===== src/rtl/core/assert_macros.svh =====
// Assertion macros for the RTL of the zigzag block bit-packer.
`ifndef ASSERT_MACROS_SVH
`define ASSERT_MACROS_SVH

// Plain property, sampled on clk_i, off while rst_ni is low.
`define ZBB_ASSERT(lbl, prop, msg) \
  lbl: assert property (@(posedge clk_i) disable iff (!rst_ni) (prop)) else $error(msg);

// Same-cycle implication.
`define ZBB_ASSERT_IMP(lbl, ante, cons, msg) \
  lbl: assert property (@(posedge clk_i) disable iff (!rst_ni) (ante) |-> (cons)) \
    else $error(msg);

// Next-cycle implication.
`define ZBB_ASSERT_NEXT(lbl, ante, cons, msg) \
  lbl: assert property (@(posedge clk_i) disable iff (!rst_ni) (ante) |=> (cons)) \
    else $error(msg);

`endif


===== src/rtl/core/zbb_pkg.sv =====
// Package: constants, register indexes and helper functions of the bit-packer.
`default_nettype none

package zbb_pkg;

  localparam int unsigned MaxRows     = 16;
  localparam int unsigned MaxChannels = 4;
  localparam int unsigned StoreDepth  = MaxRows * MaxChannels;
  localparam int unsigned AddrW       = $clog2(StoreDepth);
  localparam int unsigned CountW      = $clog2(StoreDepth + 1);
  localparam int unsigned ValW        = 16;
  localparam int unsigned BwW         = 5;
  localparam int unsigned AccW        = 48;  // one word plus one value of spill
  localparam int unsigned BitsW       = 6;

  // Configuration register indexes
  localparam logic [1:0] CfgRows     = 2'd0;
  localparam logic [1:0] CfgChannels = 2'd1;
  localparam logic [1:0] CfgCapacity = 2'd2;

  // Zigzag map: sign folded into bit 0
  function automatic logic [ValW-1:0] zigzag(input logic [ValW-1:0] x);
    zigzag = {x[ValW-2:0], 1'b0} ^ {ValW{x[ValW-1]}};
  endfunction

  // Bits needed to hold v (0 for zero)
  function automatic logic [BwW-1:0] width_of(input logic [ValW-1:0] v);
    logic [BwW-1:0] w;
    w = '0;
    for (int i = 0; i < ValW; i++) begin
      if (v[i]) w = BwW'(i + 1);
    end
    width_of = w;
  endfunction

endpackage

`default_nettype wire


===== src/rtl/core/zbb_ram.sv =====
// Generic single-write, single-read RAM with registered read data.
`default_nettype none

module zbb_ram #(
  parameter int unsigned Width = 16,
  parameter int unsigned Depth = 64
) (
  input  wire logic                     clk_i,
  input  wire logic                     we_i,
  input  wire logic [$clog2(Depth)-1:0] waddr_i,
  input  wire logic [Width-1:0]         wdata_i,
  input  wire logic                     re_i,
  input  wire logic [$clog2(Depth)-1:0] raddr_i,
  output logic      [Width-1:0]         rdata_o
);

  logic [Width-1:0] mem_q [Depth];

  always_ff @(posedge clk_i) begin
    if (we_i) mem_q[waddr_i] <= wdata_i;
    if (re_i) rdata_o <= mem_q[raddr_i];
  end

endmodule

`default_nettype wire


===== src/rtl/core/zigzag_block_bitpacker.sv =====
// Top level: zigzag block bit-packer with buffered block and packed word output.
//
//  channel | direction | handshake            | payload
//  --------+-----------+----------------------+-----------------------------------------
//  in      | input     | in_valid_i/in_stall_o | error_value_i
//  out     | output    | out_valid_o/out_stall_i | packed_word_o valid_bytes_o last_word_o
//          |           |                      | overflow_o
//  cfg     | input     | cfg_we_i             | cfg_idx_i cfg_wdata_i
//
// Loading takes one item per cycle while in_stall_o is low; each mapped
// value goes to the block RAM. After the last item the block is sized in
// ST_HEAD, then each value is read (ST_RD) and appended (ST_APP); ST_RD sends words.
// Input is stalled from the last item of a block until its final word enters the
// output register.
// Reset clears the control state; the payload registers and the RAM are not cleared.
// An output stall only holds the emit walk; the output register holds its word.
`default_nettype none
`include "assert_macros.svh"

module zigzag_block_bitpacker (
  input  wire logic        clk_i,
  input  wire logic        rst_ni,
  // configuration
  input  wire logic        cfg_we_i,
  input  wire logic [1:0]  cfg_idx_i,
  input  wire logic [7:0]  cfg_wdata_i,
  // input channel
  input  wire logic        in_valid_i,
  output logic             in_stall_o,
  input  wire logic signed [15:0] error_value_i,
  // output channel
  output logic             out_valid_o,
  input  wire logic        out_stall_i,
  output logic [31:0]      packed_word_o,
  output logic [2:0]       valid_bytes_o,
  output logic             last_word_o,
  output logic             overflow_o
);

  typedef enum logic [3:0] {
    ST_LOAD = 4'b0001,
    ST_HEAD = 4'b0010,
    ST_RD   = 4'b0100,
    ST_APP  = 4'b1000
  } state_e;

  localparam int unsigned AddrW  = zbb_pkg::AddrW;
  localparam int unsigned CountW = zbb_pkg::CountW;
  localparam int unsigned ValW   = zbb_pkg::ValW;
  localparam int unsigned BwW    = zbb_pkg::BwW;
  localparam int unsigned AccW   = zbb_pkg::AccW;
  localparam int unsigned BitsW  = zbb_pkg::BitsW;

  state_e              state_q, state_d;
  logic [4:0]          rows_q, rows_d;
  logic [2:0]          chans_q, chans_d;
  logic [7:0]          cap_q, cap_d;
  logic [CountW-1:0]   count_q, count_d;
  logic [ValW-1:0]     max_q, max_d;
  logic [CountW-1:0]   rd_idx_q, rd_idx_d;
  logic [BwW-1:0]      bw_q, bw_d;
  logic [AccW-1:0]     acc_q, acc_d;
  logic [BitsW-1:0]    bits_q, bits_d;

  logic                out_valid_q, out_valid_d;
  logic [31:0]         word_q, word_d;
  logic [2:0]          vbytes_q, vbytes_d;
  logic                last_q, last_d;
  logic                ovf_q, ovf_d;

  logic [4:0]          rows_eff;
  logic [2:0]          chans_eff;
  logic [CountW-1:0]   blk_len;
  logic [ValW-1:0]     mapped;
  logic                in_xfer;
  logic                out_free;
  logic                out_push;
  logic [BwW-1:0]      bw_new;
  logic [15:0]         hdr;
  logic [10:0]         payload_bits;
  logic [8:0]          total_bytes;
  logic                ram_re;
  logic [ValW-1:0]     ram_rdata;

  // Effective geometry, clamped to the supported range
  always_comb begin
    rows_eff = rows_q;
    if (rows_q == 5'd0) rows_eff = 5'd1;
    else if (rows_q > 5'(zbb_pkg::MaxRows)) rows_eff = 5'(zbb_pkg::MaxRows);
    chans_eff = chans_q;
    if (chans_q == 3'd0) chans_eff = 3'd1;
    else if (chans_q > 3'(zbb_pkg::MaxChannels)) chans_eff = 3'(zbb_pkg::MaxChannels);
  end
  assign blk_len = CountW'(rows_eff * chans_eff);

  assign mapped   = zbb_pkg::zigzag(error_value_i);
  assign in_stall_o = (state_q != ST_LOAD);
  assign in_xfer  = in_valid_i && !in_stall_o;
  assign out_free = !out_valid_q || !out_stall_i;

  // Block sizing from the final maximum
  assign bw_new       = zbb_pkg::width_of(max_q);
  assign hdr          = {3'b000, rows_eff, 3'b000, bw_new};
  assign payload_bits = 11'(count_q * bw_new);
  assign total_bytes  = 9'd2 + 9'((payload_bits + 11'd7) >> 3);

  // Block store: written while loading, read while emitting (never both at once)
  zbb_ram #(
    .Width(ValW),
    .Depth(zbb_pkg::StoreDepth)
  ) u_store (
    .clk_i  (clk_i),
    .we_i   (in_xfer),
    .waddr_i(count_q[AddrW-1:0]),
    .wdata_i(mapped),
    .re_i   (ram_re),
    .raddr_i(rd_idx_q[AddrW-1:0]),
    .rdata_o(ram_rdata)
  );

  // Control and datapath
  always_comb begin
    state_d     = state_q;
    rows_d      = rows_q;
    chans_d     = chans_q;
    cap_d       = cap_q;
    count_d     = count_q;
    max_d       = max_q;
    rd_idx_d    = rd_idx_q;
    bw_d        = bw_q;
    acc_d       = acc_q;
    bits_d      = bits_q;
    out_valid_d = out_valid_q && out_stall_i;
    word_d      = word_q;
    vbytes_d    = vbytes_q;
    last_d      = last_q;
    ovf_d       = ovf_q;
    out_push    = 1'b0;
    ram_re      = 1'b0;

    case (state_q)
      ST_LOAD: begin
        if (in_xfer) begin
          count_d = count_q + CountW'(1);
          if (mapped > max_q) max_d = mapped;
          if (count_q + CountW'(1) >= blk_len) state_d = ST_HEAD;
        end
      end
      ST_HEAD: begin
        bw_d   = bw_new;
        acc_d  = AccW'(hdr);
        bits_d = BitsW'(16);
        rd_idx_d = '0;
        if (cap_q < 8'd2 || bw_new == '0 || total_bytes > 9'(cap_q)) begin
          // header-only or empty result
          if (out_free) begin
            out_push = 1'b1;
            last_d   = 1'b1;
            if (cap_q < 8'd2) begin
              word_d   = '0;
              vbytes_d = 3'd0;
              ovf_d    = 1'b1;
            end else begin
              word_d   = 32'(hdr);
              vbytes_d = 3'd2;
              ovf_d    = (bw_new != '0);
            end
            count_d = '0;
            max_d   = '0;
            state_d = ST_LOAD;
          end
        end else begin
          state_d = ST_RD;
        end
      end
      ST_RD: begin
        if (bits_q >= BitsW'(32) && (rd_idx_q < count_q || bits_q > BitsW'(32))) begin
          // full word, more follows
          if (out_free) begin
            out_push = 1'b1;
            word_d   = acc_q[31:0];
            vbytes_d = 3'd4;
            last_d   = 1'b0;
            ovf_d    = 1'b0;
            acc_d    = acc_q >> 32;
            bits_d   = bits_q - BitsW'(32);
          end
        end else if (rd_idx_q < count_q) begin
          ram_re   = 1'b1;
          rd_idx_d = rd_idx_q + CountW'(1);
          state_d  = ST_APP;
        end else if (out_free) begin
          // final word
          out_push = 1'b1;
          word_d   = acc_q[31:0];
          vbytes_d = 3'((bits_q + BitsW'(7)) >> 3);
          last_d   = 1'b1;
          ovf_d    = 1'b0;
          count_d  = '0;
          max_d    = '0;
          state_d  = ST_LOAD;
        end
      end
      ST_APP: begin
        acc_d   = acc_q | (AccW'(ram_rdata) << bits_q);
        bits_d  = bits_q + BitsW'(bw_q);
        state_d = ST_RD;
      end
      default: begin
        state_d = ST_LOAD;
      end
    endcase

    if (out_push) out_valid_d = 1'b1;

    // Writes to the rows, channels or capacity register drop the block in progress
    if (cfg_we_i) begin
      case (cfg_idx_i)
        zbb_pkg::CfgRows: begin
          rows_d  = cfg_wdata_i[4:0];
          count_d = '0;
          max_d   = '0;
        end
        zbb_pkg::CfgChannels: begin
          chans_d = cfg_wdata_i[2:0];
          count_d = '0;
          max_d   = '0;
        end
        zbb_pkg::CfgCapacity: begin
          cap_d   = cfg_wdata_i;
          count_d = '0;
          max_d   = '0;
        end
        default: ;
      endcase
    end
  end

  always_ff @(posedge clk_i or negedge rst_ni) begin
    if (!rst_ni) begin
      state_q     <= ST_LOAD;
      rows_q      <= 5'd1;
      chans_q     <= 3'd1;
      cap_q       <= 8'd255;
      count_q     <= '0;
      max_q       <= '0;
      rd_idx_q    <= '0;
      bw_q        <= '0;
      bits_q      <= '0;
      out_valid_q <= 1'b0;
    end else begin
      state_q     <= state_d;
      rows_q      <= rows_d;
      chans_q     <= chans_d;
      cap_q       <= cap_d;
      count_q     <= count_d;
      max_q       <= max_d;
      rd_idx_q    <= rd_idx_d;
      bw_q        <= bw_d;
      bits_q      <= bits_d;
      out_valid_q <= out_valid_d;
    end
  end

  // Payload registers
  always_ff @(posedge clk_i) begin
    acc_q    <= acc_d;
    word_q   <= word_d;
    vbytes_q <= vbytes_d;
    last_q   <= last_d;
    ovf_q    <= ovf_d;
  end

  assign out_valid_o   = out_valid_q;
  assign packed_word_o = word_q;
  assign valid_bytes_o = vbytes_q;
  assign last_word_o   = last_q;
  assign overflow_o    = ovf_q;

  // Checks
  `ZBB_ASSERT(a_bits_range, bits_q < BitsW'(48), "bit accumulator overran")
  `ZBB_ASSERT_IMP(a_load_count, state_q == ST_LOAD, count_q < blk_len, "count past block")
  `ZBB_ASSERT_IMP(a_app_after_rd, state_q == ST_APP, $past(state_q) == ST_RD, "append without read")
  `ZBB_ASSERT_NEXT(a_last_clears, out_push && last_d, state_q == ST_LOAD && count_q == '0, "block not cleared")

endmodule

`default_nettype wire


===== config.mk =====
export PLATFORM = sky130hd
export DESIGN_NAME = zigzag_block_bitpacker
export DESIGN_NICKNAME = d
export VERILOG_FILES = /design/src/rtl/core/zbb_pkg.sv /design/src/rtl/core/zbb_ram.sv /design/src/rtl/core/zigzag_block_bitpacker.sv
export VERILOG_INCLUDE_DIRS = /design/src /design/src/rtl/core
export SDC_FILE = /design/constraint.sdc
export NUM_CORES = 1
export LEC_CHECK = 0
export BUFFER_PORTS_ARGS = -buffer_cell sky130_fd_sc_hd__buf_4
export CAP_MARGIN = 5
export CELL_PAD_IN_SITES_DETAIL_PLACEMENT = 0
export CELL_PAD_IN_SITES_GLOBAL_PLACEMENT = 1
export CORE_MARGIN = 2
export CORE_UTILIZATION = 46
export DETAILED_ROUTE_END_ITERATION = 6
export GPL_ROUTABILITY_DRIVEN = 0
export PLACE_DENSITY_LB_ADDON = 0.08
export SETUP_SLACK_MARGIN = 0.4
export SYNTH_ARGS = -nofsm -noshare
export SYNTH_HDL_FRONTEND = slang
export SYNTH_HIERARCHICAL = 1
export SYNTH_SLANG_ARGS = --single-unit

===== constraint.sdc =====
create_clock -name clk_i -period 13.5 [get_ports clk_i]
set_clock_uncertainty 0.2 [all_clocks]
set_input_delay 0.675 -clock clk_i [delete_from_list [all_inputs] [get_ports clk_i]]
set_output_delay 0.675 -clock clk_i [all_outputs]
set_load 0.01 [all_outputs]

==> reports/metrics.yaml, run 1 <==
critical_path:
  critical_path.slowest_cell: "sky130_fd_sc_hd__a21oi_4"
  worst_ep_required_time_ns: 13.63
  worstReg2RegStart: "max_q[8]$_DFF_PN0_"
  critPathArrivalTime_ns: 8.34
  crit_buf_inv: 1
  cpLargestDelayFamily: "compound AO/OA/AOI/OAI gates"
  timing.critical_path.slowest_cell_delay_ns: 0.86
  path_class: "flip-flop to flip-flop"
  crit_path_start_kind: "flip-flop"
  cell_depth_of_the_worst_flop_to_flop_path: 25
  timing.critical_path.fanout_max: 33
  timing.critical_path.to_type: "flip-flop"
  regToRegEndpoint: "packed_word_o[21]$_SDFFCE_PN0P_"
  setup.reg_to_reg.worst_slack_ns: 5.29
logic_synthesis:
  synth_edf_count: 1125
  synthDominantCellAreaShare_pct: 66.9
  netlist_area_sq_um: 50500
  ys_seq_elements: 1187
  synth.cells.most_frequent: "1,125 x sky130_fd_sc_hd__edfxtp_1, 221 x sky130_fd_sc_hd__mux4_2, 161 x sky130_fd_sc_hd__nand2_1, 161 x sky130_fd_sc_hd__nor2_1, 102 x sky130_fd_sc_hd__mux2i_1"
  synth_sequential_area_ratio_pct: 70.0
  synth_warnings: 6
  syn_nets: 2994
  synthMostInstantiatedCell: "sky130_fd_sc_hd__edfxtp_1"
  synthDistinctLibCells: 83
  postSynth.topFlopCell: "sky130_fd_sc_hd__edfxtp_1"
  synth_area_leaders: "sky130_fd_sc_hd__edfxtp_1 67%, sky130_fd_sc_hd__mux4_2 9.9%, sky130_fd_sc_hd__dfrtp_1 2.5%"
  yosysTopAreaCell: "sky130_fd_sc_hd__edfxtp_1"
  ys_async_sr_fraction_pct: 5.22
  syn_area_per_cell_sq_um: 17.6
  synthesis.instances: 2871
clock_tree:
  cts.htree.levels: 4
  clk_sinks: 1187
  clockRootBuffer: "sky130_fd_sc_hd__clkbuf_16"
  max_clock_buf_depth: 3
  cts_inserted_buffers: 131
  clock_pin_slew_on_the_worst_setup_and_hold_paths_ns: 0.06
  cts_tree: "built"
  clock_latency_ns: 0.73
floorplanning:
  core_area_sq_um: 109000
  fp-row-count: 121
  floorplan.io_pins: 70
  die_h_um: 335
  die_area_sq_um: 112000
  starting_density_pct: 46.4
  die_x_um: 335
global_route:
  grt_antenna_before_repair: 2
  grt_overflow_total: 0
  grt_max_degree: 140
  grt_pass1_vias: 27600
  grt_usage_pct: 22.9
  first_pass_grt_wire_length_um: 187000
drt:
  drt_pass1_iterations: 7
  route.final.wire_length_um: 127000
  first_iter_violations: 2845
  route.vias.total: 27300
  via_density: 6.00
  route.detailed.wl_per_inst_um: 28.0
  route.detailed.drc: 0
  ant_nets: 0
timing:
  final_hold_violation_count: 0
  achievable-frequency_mhz: 122
  maxSlewViolCount: 0
  rsz_0062_raised_after_global_routing: "no"
  final_period_minus_worst_setup_slack_ns: 8.21
  maxSlewHeadroom_pct: 17.8
  post_route_worst_hold_slack_ns: 0.208
  fin_crit_sh_pct: 60.8
  tightest_slew_ns: 1.23
  final.setup.tns_ns: 0
  final-setup-viol-count: 0
pwr:
  cellLeakagePower_nw: 18.5
  power_per_cell_area_nw_per_um2: 162
  vdd_ir_drop_max_mv: 0.109
worst_hold_path:
  holdCritStartpoint: "error_value_i[15]"
  hold_depth: 1
  whs_endpoint: "u_store/mem_q[56][0]$_DFFE_PP_"
  min_path_type: "input pin to flip-flop"
final_layout:
  filler_cell_count: 8713
  final_cell_area_sq_um: 57100
  post_route_cells_drive_above_1_share_pct: 22.7
  final_core_utilization_pct: 52.5
  ff_latch_area_sq_um: 35400
  area_delta_synth_final_pct: 13.2
  num-nets-final: 3146
  area_of_the_multi_input_gates_sq_um: 14300
placement:
  dp.final_hpwl_um: 78300
  buffer_ports.inserted: 69
  placedInstanceArea_sq_um: 53000
run:
  max_capacitance_violation_count: 0
run_status:
  outcome: "finished, final reports clean"
stage by stage:
| step | power, mW | std cells | worst slack [ns] |
|---|---|---|---|
| 3_3_place_gp | 5.92 | 4295 | 5.56 |
| 6_report | 9.25 | 4544 | 5.29 |
| 3_5_place_dp | 5.95 | 4295 | 5.31 |
| 5_1_grt | 9.63 | 4538 | 4.84 |
| 2_1_floorplan | 5.45 | 2871 | 5.65 |
| 4_1_cts | 9.35 | 4538 | 5.27 |
final cells by class:
cell class / instances / share of cell area [%]
Antenna cell: 6 / 0.0263
Multi-Input combinational cell: 1458 / 25.1
Tap cell: 1414 / 3.10
Inverter: 77 / 0.506
Clock inverter: 75 / 1.09
Sequential cell: 1187 / 61.9
Clock buffer: 159 / 6.03
Timing Repair Buffer: 168 / 2.29
logic make-up after synthesis:
group,synth area share [%]
adders and majority gates,2.61
muxes,13.5
xor gates and xnor gates,0.833
buffers and inverters,2.37
DFF,70.0
and+or+nand+nor,5.45
AOI/OAI and AO/OA,5.19
cells in the final DEF, fill, tap and decap left out, drive strengths merged, types with 10 or more instances in the layout:
cell type  synthesis  layout
a21o              12      12
a211oi            19      19
and2              51      51
dfrtp             51      51
edfxtp          1125    1125
and3              14      14
ha                70      70
clkbuf            63     159
nand3             39      39
a22o              33      33
a31oi             10      10
xor2              31      31
o21ai             53      53
inv               76      82
nand2            162     162
mux4             227     227
mux2              58      58
dfstp             11      11
a221oi            43      43
buf               86     159
nand2b            13      13
nor2b             42      42
a22oi             47      47
fa                22      22
xnor2             17      17
nor4              12      12
nor3              16      16
nand4             21      21
clkinv             1      55
nor2             162     162
mux2i            102     102
a21oi             80      80
per-layer routing:
layer | GRT usage, % | routed length, um | vias to the layer above | part of all wire [%]
met2 | 38.1 | 63600 | 884 | 50
li1 | - | - | 11800 | -
met4 | 6.46 | 2900 | 0 | 2.3
met3 | 3.56 | 7120 | 179 | 5.6
met1 | 31.4 | 53500 | 14400 | 42
met5 | 0 | 0 | - | 0
worst max-delay path by stage:
stage	start	endpoint	cells after the start
after floorplan	max_q[8]$_DFF_PN0_	overflow_o$_SDFFCE_PP0P_	24
after global placement	max_q[9]$_DFF_PN0_	packed_word_o[5]$_SDFFCE_PN0P_	25
after detailed placement	max_q[9]$_DFF_PN0_	packed_word_o[20]$_SDFFCE_PN0P_	25
after CTS	max_q[9]$_DFF_PN0_	packed_word_o[26]$_SDFFCE_PN0P_	25
after global routing	max_q[9]$_DFF_PN0_	packed_word_o[26]$_SDFFCE_PN0P_	25
final	max_q[8]$_DFF_PN0_	packed_word_o[21]$_SDFFCE_PN0P_	25
worst register-to-register path, cell delays in order (launching register included):
cell and delay (ns):
sky130_fd_sc_hd__dfrtp_1 0.42, sky130_fd_sc_hd__nor4_1 0.53, sky130_fd_sc_hd__nand2_1 0.13, sky130_fd_sc_hd__a21oi_1 0.75, sky130_fd_sc_hd__nand2_1 0.20, sky130_fd_sc_hd__fa_1 0.59, sky130_fd_sc_hd__fa_1 0.44, sky130_fd_sc_hd__fa_1 0.49
sky130_fd_sc_hd__inv_1 0.04, sky130_fd_sc_hd__ha_1 0.34, sky130_fd_sc_hd__a21o_1 0.21, sky130_fd_sc_hd__a21o_1 0.19, sky130_fd_sc_hd__a21o_1 0.20, sky130_fd_sc_hd__and2_1 0.17, sky130_fd_sc_hd__a221oi_2 0.33, sky130_fd_sc_hd__and3_1 0.28
sky130_fd_sc_hd__and3b_1 0.18, sky130_fd_sc_hd__xor2_1 0.15, sky130_fd_sc_hd__ha_1 0.26, sky130_fd_sc_hd__nand4_1 0.13, sky130_fd_sc_hd__o22a_1 0.16, sky130_fd_sc_hd__o41ai_1 0.09, sky130_fd_sc_hd__o211ai_1 0.11, sky130_fd_sc_hd__a41o_2 0.23
sky130_fd_sc_hd__nand2_1 0.13, sky130_fd_sc_hd__a21oi_4 0.86
flip-flops by register name, indices dropped and copies added, names as in the netlist:
name,count
count_q,7
state_q,4
cap_q,8
u_store/mem_q,1024
rd_idx_q,7
bits_q,6
out_valid_o,1
rows_q,5
acc_q,48
bw_q,5
max_q,16
overflow_o,1
u_store/rdata_o,16
packed_word_o,32
valid_bytes_o,3
last_word_o,1
chans_q,3
power breakdown:
| part | internal [mW] | total [mW] | switching (mW) |
|---|---|---|---|
| Combinational | 0.612 | 1.56 | 0.945 |
| Clock | 1.94 | 3.40 | 1.45 |
| Sequential | 4.20 | 4.29 | 0.0978 |
repair_timing:
item | 4_1_cts | 5_1_grt
hold buffers | 9 | 0
resized for setup | 0 | 0
hold endpoints to repair | 67 | 0
buffers inserted | 0 | 0
Note: power is estimated with default switching activity, not from simulation.
==> run 2: changes to the inputs <==
- clock period: 13.5 -> 6.6 ns (I/O delays scaled with it)
==> run 2 against run 1 <==
Effect of this change: the run now ends with negative setup slack left; hold slack worse by 0.17 ns; power up 110%; utilization up 1.3 points; die area unchanged; design area up 2.5%; critical path depth up 5; first-iteration DRC count down 18%; global-route usage about the same; largest cell class unchanged.
==> reports/metrics.yaml, run 2 (synthesis gave the netlist of run 1 again) <==
run_status:
  outcome: "complete, but fails checks"
  failed_checks: "negative setup slack"
floorplanning:
  die_x_um: 335  # unchanged
  starting_density_pct: 46.4  # unchanged
  die_area_sq_um: 112000  # unchanged
  floorplan.io_pins: 70  # unchanged
  fp-row-count: 121  # unchanged
  die_h_um: 335  # unchanged
  core_area_sq_um: 109000  # unchanged
critical_path:
  path_class: "flip-flop to flip-flop"
  critPathArrivalTime_ns: 7.05  # -1.29 ns
  timing.critical_path.slowest_cell_delay_ns: 0.51  # -0.35 ns
  critical_path.slowest_cell: "sky130_fd_sc_hd__fa_1"
  setup.reg_to_reg.worst_slack_ns: -0.04  # -5.33 ns
  critical-path-top-cell-by-count: "sky130_fd_sc_hd__a21o_1"
  crit_path_start_kind: "flip-flop"
  worst_ep_required_time_ns: 7.02  # -6.61 ns
  timing.critical_path.fanout_max: 8  # -76%
  timing.critical_path.to_type: "flip-flop"
timing:
  final-setup-viol-count: 8  # +8
  tightest_slew_ns: 1.27  # +0.0452 ns
  rsz_0062_raised_after_global_routing: "yes"
  fin_crit_sh_pct: 101  # +40 points
  post_route_worst_hold_slack_ns: 0.0406  # -0.167 ns
  final.setup.tns_ns: -0.143  # -0.143 ns
  postLayoutSetupSlackWorst_ns: -0.0390  # -5.33 ns
  achievable-frequency_mhz: 151  # +24%
  maxSlewHeadroom_pct: 14.8  # -3.0 points
  maxSlewViolCount: 0  # unchanged
  final_hold_violation_count: 0  # unchanged
  final_period_minus_worst_setup_slack_ns: 6.64  # -1.57 ns
global_route:
  grt_pass1_vias: 27900  # +0.77%
  grt_usage_pct: 22.9  # -0.033 points
  grt_overflow_total: 0  # unchanged
  grt_antenna_before_repair: 4  # +2
  first_pass_grt_wire_length_um: 188000  # +0.20%
  grt_max_degree: 103  # -26%
placement:
  placedInstanceArea_sq_um: 53600  # +1.2%
  dp.final_hpwl_um: 77800  # -0.53%
  buffer_ports.inserted: 69  # unchanged
  pre_cts_slack_ns: -0.379  # -5.68 ns
  placedCellCount: 4359  # +1.5%
final_layout:
  area_delta_synth_final_pct: 16.1
  post_route_cells_drive_above_1_share_pct: 26.2  # +3.6 points
  final_cell_area_sq_um: 58600  # +2.5%
  final_core_utilization_pct: 53.8  # +1.3 points
  num-nets-final: 3246  # +3.2%
  filler_cell_count: 8592  # -1.4%
  instances_no_fill: 4642  # +2.2%
  final_common_cell: "sky130_fd_sc_hd__edfxtp_1"
  final_cell_mix: "1,125 x sky130_fd_sc_hd__edfxtp_1, 226 x sky130_fd_sc_hd__buf_4, 221 x sky130_fd_sc_hd__mux4_2"
  largest_reg_flops: 1024  # unchanged
  registers.top_by_ff_count: "u_store/mem_q"
drt:
  route.detailed.wl_per_inst_um: 27.4  # -2.1%
  ant_nets: 0  # unchanged
  via_density: 5.90  # -1.6%
  route.vias.total: 27400  # +0.51%
  route.final.wire_length_um: 127000  # about the same
  drt_pass1_iterations: 5  # -2
  first_iter_violations: 2346  # -18%
  route.detailed.drc: 0  # unchanged
worst_hold_path:
  min_path_type: "input pin to async pin"
clock_tree:
  clock_latency_ns: 0.74  # about the same
  clockRootBuffer: "sky130_fd_sc_hd__clkbuf_16"
  cts_inserted_buffers: 133  # +1.5%
  clk_sinks: 1187  # unchanged
  cts.htree.levels: 4  # unchanged
  max_clock_buf_depth: 3  # unchanged
  clock_pin_slew_on_the_worst_setup_and_hold_paths_ns: 0.06  # about the same
  cts_tree: "built"
pwr:
  vdd_ir_drop_max_mv: 0.258  # +140%
  post_route_total_power_mw: 19.8  # +110%
  cellLeakagePower_nw: 19.3  # +3.8%
  power_per_cell_area_nw_per_um2: 338  # +110%
run:
  max_capacitance_violation_count: 0  # unchanged
[run 2: critical path, delay by kind of cell, from the launching register on]
kind	cells	cell delay (ns)
compound gates	14	2.30
fa+ha+maj	5	1.79
simple gates	4	0.99
buf+inv	6	0.66
flops	1	0.44
xor+xnor	1	0.14
[run 2: cell type report]
| cell class | count | area (sq um) | area share [%] |
|---|---|---|---|
| sequential | 1187 | 35400 | 60.4 |
| multi-input combinational | 1459 | 14700 | 25.1 |
| clock buffer | 163 | 3570 | 6.09 |
| timing repair buffer | 265 | 2210 | 3.77 |
| tap | 1414 | 1770 | 3.02 |
| clock inverter | 75 | 653 | 1.12 |
| inverter | 77 | 289 | 0.494 |
| antenna | 2 | 5.00 | 0.00855 |
[run 2: path summary, 6_finish.rpt]
path | start | to | cells after the start
min in group clk_i | error_value_i[15] | u_store/mem_q[58][0]$_DFFE_PP_ | 1
hold / removal | rst_ni | rows_q[3]$_DFFE_PN0P_ | 2
max in group asynchronous | rst_ni | rd_idx_q[2]$_DFFE_PN0P_ | 2
setup / recovery | max_q[9]$_DFF_PN0_ | max_q[13]$_DFF_PN0_ | 30
setup reg to reg | max_q[9]$_DFF_PN0_ | max_q[13]$_DFF_PN0_ | 30
hold reg to reg | bw_q[2]$_DFFE_PN0P_ | bw_q[2]$_DFFE_PN0P_ | 2
[run 2: what timing repair did]
item,in CTS,in global routing
resized for setup,27,37
pin swaps,25,33
hold buffers,19,0
buffers inserted,15,7
cloned,2,0
setup endpoints to repair,64,64
endpoints found under the hold margin,88,0
[run 2: layer usage]
layer,part of all wire [%],up-vias,routed length [um],GRT usage (%)
li1,-,12000,-,-
met1,43,14500,54700,32.0
met2,49,798,62600,37.3
met3,5.2,178,6670,3.57
met4,2.4,4,3000,6.58
met5,0.026,-,33,0
[run 2: power by group]
part	switching, mW	total (mW)	internal, mW	leakage (nW)
clock	2.97	7.17	4.20	2.08
sequential	0.178	8.76	8.58	10.9
combinational	2.17	3.88	1.71	6.23
